`src/hdl/imu_sfp_pkg.sv`:
```
package imu_sfp_pkg;

   localparam logic [7:0] HDR_BYTE   = 8'h55;
   localparam logic [7:0] TYPE_ACC   = 8'h51;
   localparam logic [7:0] TYPE_GYRO  = 8'h52;
   localparam logic [7:0] TYPE_ANGLE = 8'h53;
   localparam logic [7:0] TYPE_QUAT  = 8'h59;

   localparam logic [3:0] POS_HUNT   = 4'd0;
   localparam logic [3:0] POS_TYPE   = 4'd1;
   localparam logic [3:0] POS_FIRST  = 4'd2;
   localparam logic [3:0] FRAME_LAST = 4'd10;

   localparam int PAYLOAD_DEPTH = 8;

   localparam logic [1:0] KIND_ACC   = 2'd0;
   localparam logic [1:0] KIND_GYRO  = 2'd1;
   localparam logic [1:0] KIND_ANGLE = 2'd2;
   localparam logic [1:0] KIND_QUAT  = 2'd3;

   typedef struct packed {
      logic [7:0] rx_byte;
      logic       buffer_last;
   } req_type;

   typedef struct packed {
      logic [1:0]         frame_kind;
      logic signed [15:0] word_a;
      logic signed [15:0] word_b;
      logic signed [15:0] word_c;
      logic signed [15:0] word_d;
   } rsp_type;

   typedef struct packed {
      logic    produce;
      rsp_type rsp;
   } frame_result_type;

endpackage

```
`src/hdl/imu_sfp_byte_reg.sv`:
```
module imu_sfp_byte_reg (
   input  logic                clock,
   input  logic                reset,
   input  logic                req_valid,
   output logic                req_ready,
   input  imu_sfp_pkg::req_type req_data,
   input  logic                take,
   output logic                byte_valid,
   output imu_sfp_pkg::req_type byte_data
);
   import imu_sfp_pkg::*;

   logic    vld_ff, vld_in;
   req_type data_ff, data_in;

   assign req_ready = !vld_ff || take;

   always_comb begin
      vld_in  = vld_ff;
      data_in = data_ff;
      if (req_valid && req_ready) begin
         vld_in  = 1'b1;
         data_in = req_data;
      end else if (take) begin
         vld_in = 1'b0;
      end
   end

   always_ff @(posedge clock) begin
      if (reset) begin
         vld_ff <= 1'b0;
      end else begin
         vld_ff <= vld_in;
      end
      data_ff <= data_in;
   end

   assign byte_valid = vld_ff;
   assign byte_data  = data_ff;
endmodule

```
`src/hdl/imu_sfp_frame_fsm.sv`:
```
module imu_sfp_frame_fsm (
   input  logic                         clock,
   input  logic                         reset,
   input  logic                         go,
   input  imu_sfp_pkg::req_type         byte_data,
   output imu_sfp_pkg::frame_result_type result
);
   import imu_sfp_pkg::*;

   logic [3:0] pos_ff, pos_in;
   logic [7:0] sum_ff, sum_in;
   logic [7:0] type_ff, type_in;
   logic [7:0] payload_ff [PAYLOAD_DEPTH];
   logic [3:0] pos_m2;
   logic [2:0] wr_idx;
   logic       wr_en;
   logic       kind_ok;
   logic [1:0] kind;
   logic [7:0] b;

   assign b      = byte_data.rx_byte;
   assign pos_m2 = pos_ff - POS_FIRST;
   assign wr_idx = pos_m2[2:0];

   always_comb begin
      kind_ok = 1'b1;
      kind    = KIND_ACC;
      unique case (type_ff)
         TYPE_ACC:   kind = KIND_ACC;
         TYPE_GYRO:  kind = KIND_GYRO;
         TYPE_ANGLE: kind = KIND_ANGLE;
         TYPE_QUAT:  kind = KIND_QUAT;
         default:    kind_ok = 1'b0;
      endcase
   end

   always_comb begin
      pos_in                = pos_ff;
      sum_in                = sum_ff;
      type_in               = type_ff;
      wr_en                 = 1'b0;
      result.produce        = 1'b0;
      result.rsp.frame_kind = kind;
      result.rsp.word_a     = {payload_ff[1], payload_ff[0]};
      result.rsp.word_b     = {payload_ff[3], payload_ff[2]};
      result.rsp.word_c     = {payload_ff[5], payload_ff[4]};
      result.rsp.word_d     = (kind == KIND_QUAT) ? {payload_ff[7], payload_ff[6]} : 16'sd0;
      if (go) begin
         priority if (pos_ff == POS_HUNT || pos_ff > FRAME_LAST) begin
            if (b == HDR_BYTE) begin
               sum_in = b;
               pos_in = POS_TYPE;
            end else begin
               pos_in = POS_HUNT;
            end
         end else if (pos_ff == POS_TYPE) begin
            type_in = b;
            sum_in  = sum_ff + b;
            pos_in  = POS_FIRST;
         end else if (pos_ff < FRAME_LAST) begin
            wr_en  = 1'b1;
            sum_in = sum_ff + b;
            pos_in = pos_ff + 4'd1;
         end else begin
            result.produce = kind_ok && (sum_ff == b);
            pos_in         = POS_HUNT;
         end
         if (byte_data.buffer_last) begin
            pos_in = POS_HUNT;
         end
      end
   end

   always_ff @(posedge clock) begin
      if (reset) begin
         pos_ff  <= POS_HUNT;
         sum_ff  <= 8'd0;
         type_ff <= 8'd0;
      end else begin
         pos_ff  <= pos_in;
         sum_ff  <= sum_in;
         type_ff <= type_in;
      end
      if (wr_en) begin
         payload_ff[wr_idx] <= b;
      end
   end
endmodule

```
`src/hdl/imu_sfp_rsp_reg.sv`:
```
module imu_sfp_rsp_reg (
   input  logic                         clock,
   input  logic                         reset,
   input  logic                         go,
   input  imu_sfp_pkg::frame_result_type result,
   output logic                         out_free,
   output logic                         rsp_valid,
   input  logic                         rsp_ready,
   output imu_sfp_pkg::rsp_type         rsp_data
);
   import imu_sfp_pkg::*;

   logic    vld_ff, vld_in;
   rsp_type data_ff, data_in;
   logic    load;

   assign out_free = !vld_ff || rsp_ready;
   assign load     = go && result.produce;

   always_comb begin
      vld_in  = vld_ff;
      data_in = data_ff;
      if (load) begin
         vld_in  = 1'b1;
         data_in = result.rsp;
      end else if (rsp_ready) begin
         vld_in = 1'b0;
      end
   end

   always_ff @(posedge clock) begin
      if (reset) begin
         vld_ff <= 1'b0;
      end else begin
         vld_ff <= vld_in;
      end
      data_ff <= data_in;
   end

   assign rsp_valid = vld_ff;
   assign rsp_data  = data_ff;
endmodule

```
`src/hdl/imu_sensor_frame_parser.sv`:
```
// Checksum byte path: byte register, frame FSM, result register (rsp_valid).
// Throughput: one byte per cycle; the result register stalls the byte stage
// only while a result waits with rsp_ready low.
// Reset: synchronous, active high; clears valids, byte position, sum and type.
// Payload byte registers are not reset.
module imu_sensor_frame_parser (
   input  logic                 clock,
   input  logic                 reset,
   input  logic                 req_valid,
   output logic                 req_ready,
   input  imu_sfp_pkg::req_type req_data,
   output logic                 rsp_valid,
   input  logic                 rsp_ready,
   output imu_sfp_pkg::rsp_type rsp_data
);
   import imu_sfp_pkg::*;

   logic             byte_valid;
   req_type          byte_data;
   logic             out_free;
   logic             go;
   frame_result_type result;

   assign go = byte_valid && out_free;

   imu_sfp_byte_reg u_byte_reg (
      .clock      (clock),
      .reset      (reset),
      .req_valid  (req_valid),
      .req_ready  (req_ready),
      .req_data   (req_data),
      .take       (go),
      .byte_valid (byte_valid),
      .byte_data  (byte_data)
   );

   imu_sfp_frame_fsm u_frame_fsm (
      .clock     (clock),
      .reset     (reset),
      .go        (go),
      .byte_data (byte_data),
      .result    (result)
   );

   imu_sfp_rsp_reg u_rsp_reg (
      .clock     (clock),
      .reset     (reset),
      .go        (go),
      .result    (result),
      .out_free  (out_free),
      .rsp_valid (rsp_valid),
      .rsp_ready (rsp_ready),
      .rsp_data  (rsp_data)
   );
endmodule

```
`config.mk`:
```
export PLATFORM = sky130hd
export DESIGN_NAME = imu_sensor_frame_parser
export DESIGN_NICKNAME = d
export VERILOG_FILES = /design/src/hdl/imu_sfp_pkg.sv /design/src/hdl/imu_sfp_byte_reg.sv /design/src/hdl/imu_sfp_frame_fsm.sv /design/src/hdl/imu_sfp_rsp_reg.sv /design/src/hdl/imu_sensor_frame_parser.sv
export SDC_FILE = /design/constraint.sdc
export NUM_CORES = 1
export LEC_CHECK = 0
export BUFFER_PORTS_ARGS = -buffer_cell sky130_fd_sc_hd__clkbuf_2
export CAP_MARGIN = 25
export CORE_MARGIN = 5
export CORE_UTILIZATION = 51
export CTS_CLUSTER_DIAMETER = 60
export DETAILED_ROUTE_END_ITERATION = 12
export GPL_ROUTABILITY_DRIVEN = 0
export PLACE_DENSITY = 0.79
export SLEW_MARGIN = 20
export SYNTH_ARGS = -nofsm -noshare
export SYNTH_HDL_FRONTEND = slang
export SYNTH_SLANG_ARGS = --single-unit
```
`constraint.sdc`:
```
create_clock -name clock -period 3.5 [get_ports clock]
set_input_delay 0 -clock clock [delete_from_list [all_inputs] [get_ports clock]]
set_output_delay 0 -clock clock [all_outputs]
set_load 0.05 [all_outputs]
```
==> impl_metrics.toml <==
[clock_tree]
root_buffer = "clkbuf_16"
clk_latency_ns = 0.42
cts_tree = "built"
cts_made_buffers = 17
cts.clk_slew.worst_paths_ns = 0.07
cts_resized = 0
clock_path_buffers = 2
cts_sinks = 161
cts-htree-levels = 4

[power_and_ir_drop]
p_clk_frac = 0.474
p_per_area_mw_per_mm2 = 572.2
p_switching_mw = 0.8292
p_leak_nw = 2.577
p_int_mw = 3.248
power_mw = 4.078
power.share.sequential = 0.512
switching_share = 0.2034
ir_drop_v = 0.0003640
power_frac_comb = 0.014

[logic_synthesis]
synthCells = 340
ys_warn_count = 0
avgSynthCellArea_um2 = 16.98
syn_nets = 365
ys_seq_elements = 161
synth_edf_count = 139
synth_area_mm2 = 0.005773
synthArstFlopShare = 0
synth-seq-area-share = 0.7993
ys_types = 45
synth_ff_type = "edfxtp_1"

[timing]
drv_slew = 0
fmax_mhz = 372.6
finalSetupViolations = 0
rsz0062_at_grt = "false"
tightest_slew_ns = 0.7391
relSlewSlack = 0.5054
layout_min_cycle_time_ns = 2.684
tns_ns = 0
finalCritPeriodShare = 0.7667
worst_clock_skew_ns = 0.009554
hold_viol_final = 0

[floorplanning]
boundaryPins = 81
rows = 38
fp.dieW_um = 116.4
core-area_mm2 = 0.01098
die_y_um = 116.4
initial_utilization = 0.5256
dieArea_mm2 = 0.01355

[global_route]
grt_usage = 0.1721
globalRouteOverflowTotal = 0
grt_pass1_vias = 3195
antenna_found_initial = 0
grt_start_max_net_pins = 67
grt_pass1_wl_um = 17020

[drt]
drt-initial-drc-count = 277
ant_nets = 0
drc = 0
vias = 3213
drt-pass1-iter-count = 5
post_drt_wl_per_cell_um = 18.13
wl_um = 10930
vias_per_cell = 5.328

[critical_path]
r2r_slack_ns = 0.82
crit_path_top_delay_cell = "nor2_1"
path_cells = "inv_1, ha_1, nand2b_1, a22oi_2, nor2_2, nand3_1, nor2_1"
cp_max_fo = 12
cp.required_ns = 3.54
reg2reg_from = "u_frame_fsm.pos_ff[1]"
cp-start-kind = "flop"
cp.arrival_ns = 2.73
cp-startpoint = "u_frame_fsm.pos_ff[1]"
setup.worst_path.class = "reg2reg"
crit_path_max_incr_delay_ns = 0.61
critPathCaptureType = "flop"

[cells_and_area]
nets = 476
nFillCells = 734
final_area_mm2 = 0.007126
fin_cells = 603
multi_input_area_mm2 = 0.001094
areaGrowthSynthToFinish_pct = 23.43
antennaDiodeCount = 0
finish.utilization = 0.6488
seq_area_mm2 = 0.004614
drive_gt1_frac = 0.2743

[placed_design]
dp_cells = 560
dpl_cell_area_mm2 = 0.006382
port_buffers = 80
place_hpwl_um = 6861

[run_status]
outcome = "finished clean"

[min_path]
hold_path_class = "in2reg"
hold_path.startpoint = "reset"

[run]
drv_cap = 0
-- cell usage after synthesis (2+ instances only) --
| cell | n | area (µm²) |
|---|---|---|
| or4_1 | 2 | 15.01 |
| dfxtp_1 | 22 | 440.4 |
| o21ai_0 | 5 | 25.02 |
| nor4_1 | 3 | 18.77 |
| a211oi_1 | 5 | 37.54 |
| inv_1 | 9 | 33.78 |
| and2_1 | 19 | 118.9 |
| nand3b_1 | 3 | 22.52 |
| mux2i_1 | 9 | 90.09 |
| nand3_1 | 5 | 25.02 |
| clkbuf_1 | 4 | 15.01 |
| nor2_1 | 28 | 105.1 |
| a21o_1 | 3 | 22.52 |
| nand2b_1 | 6 | 37.54 |
| xor2_1 | 3 | 26.28 |
| xnor2_1 | 3 | 26.28 |
| mux2_2 | 2 | 22.52 |
| buf_2 | 2 | 10.01 |
| o21ai_2 | 2 | 17.52 |
| nor3_1 | 4 | 20.02 |
| a311oi_1 | 3 | 26.28 |
| edfxtp_1 | 139 | 4174 |
| a21oi_1 | 13 | 65.06 |
| nand2_1 | 15 | 56.30 |
| ha_1 | 11 | 137.6 |
-- area by class of cell --
cell class | instances | area share
Timing Repair Buffer | 99 | 0.08218
Sequential cell | 161 | 0.6476
Inverter | 9 | 0.004741
Clock inverter | 14 | 0.02774
Clock buffer | 17 | 0.05970
Tap cell | 140 | 0.02458
Multi-Input combinational cell | 163 | 0.1535
-- worst max-delay path: cells and delay by family (launching register included) --
kind | cells | cell delay (ns)
AO/OA/AOI/OAI | 1 | 0.20
adder cells (fa/ha/maj) | 1 | 0.21
buffers and inverters | 1 | 0.18
flip-flops | 1 | 0.55
AND/OR/NAND/NOR | 4 | 1.16
-- what timing repair did --
action	in CTS	in global routing
hold buffers	12	0
endpoints found under the hold margin	11	0
buffers inserted	0	0
-- metal layers --
| layer | vias to the layer above | track usage | routed length (µm) |
|---|---|---|---|
| met3 | 16 | 0.05078 | 798 |
| met2 | 146 | 0.2876 | 5583 |
| met5 | - | 0 | 0 |
| li1 | 1499 | - | - |
| met4 | 0 | 0.06651 | 156 |
| met1 | 1552 | 0.2124 | 4392 |
-- cells in the final DEF (no fill, tap or decap), drive strengths merged, types with 7 or more instances in the layout --
cell type    instances
o21ai                7
edfxtp             139
dfxtp               22
ha                  11
nand2               15
nor2                29
and2                19
clkbuf              97
mux2i                9
inv                 16
dlygate4sd3         12
buf                  7
a21oi               13
-- state kept, by name, indices dropped and copies added, names as in the netlist --
name and cells:
rsp_data 48, u_frame_fsm.payload_ff 64, u_frame_fsm.type_ff 8, u_byte_reg.byte_valid 1, u_rsp_reg.rsp_valid 1, u_frame_fsm.sum_ff 8
u_rsp_reg.rsp_data 18, u_frame_fsm.pos_ff 4, u_byte_reg.byte_data 9
-- path summary, 6_finish.rpt --
kind                                        to  depth (start not counted)
hold reg to reg                   rsp_data[56]                          0
hold / removal           u_frame_fsm.sum_ff[7]                          2
setup / recovery  u_frame_fsm.payload_ff[2][1]                          7
setup reg to reg  u_frame_fsm.payload_ff[2][1]                          7
-- power by group through the flow --
stage | combinational, mW | clock [mW] | sequential (mW)
floorplan | 0.0225 | 0 | 2.13
global placement | 0.0433 | 0 | 2.13
detailed placement | 0.0450 | 0 | 2.13
CTS | 0.0551 | 1.96 | 2.09
global route | 0.0605 | 2.06 | 2.09
finish | 0.0555 | 1.93 | 2.09
-- cell families (layout without fill, tap and decap cells) --
kind of cell             Yosys count  after routing  share of synthesized area
AO/OA/AOI/OAI                     42             42                    0.05050
XOR/XNOR                           6              6                   0.009104
adder cells (fa/ha/maj)           12             12                    0.02731
buffers and inverters             16            139                    0.01149
flip-flops                       161            161                     0.7993
multiplexers                      11             11                    0.01951
AND/OR/NAND/NOR                   92             92                    0.08279
-- per-stage QoR --
stage | hold slack, ns | worst slack (ns)
floorplan | 0.07214 | 0.04397
global placement | 0.1781 | 1.003
detailed placement | 0.1786 | 0.8400
CTS | 0.05014 | 0.8483
global route | 0.09749 | 0.5536
finish | 0.05794 | 0.8164
No activity file was read; power rests on OpenSTA's default activity.
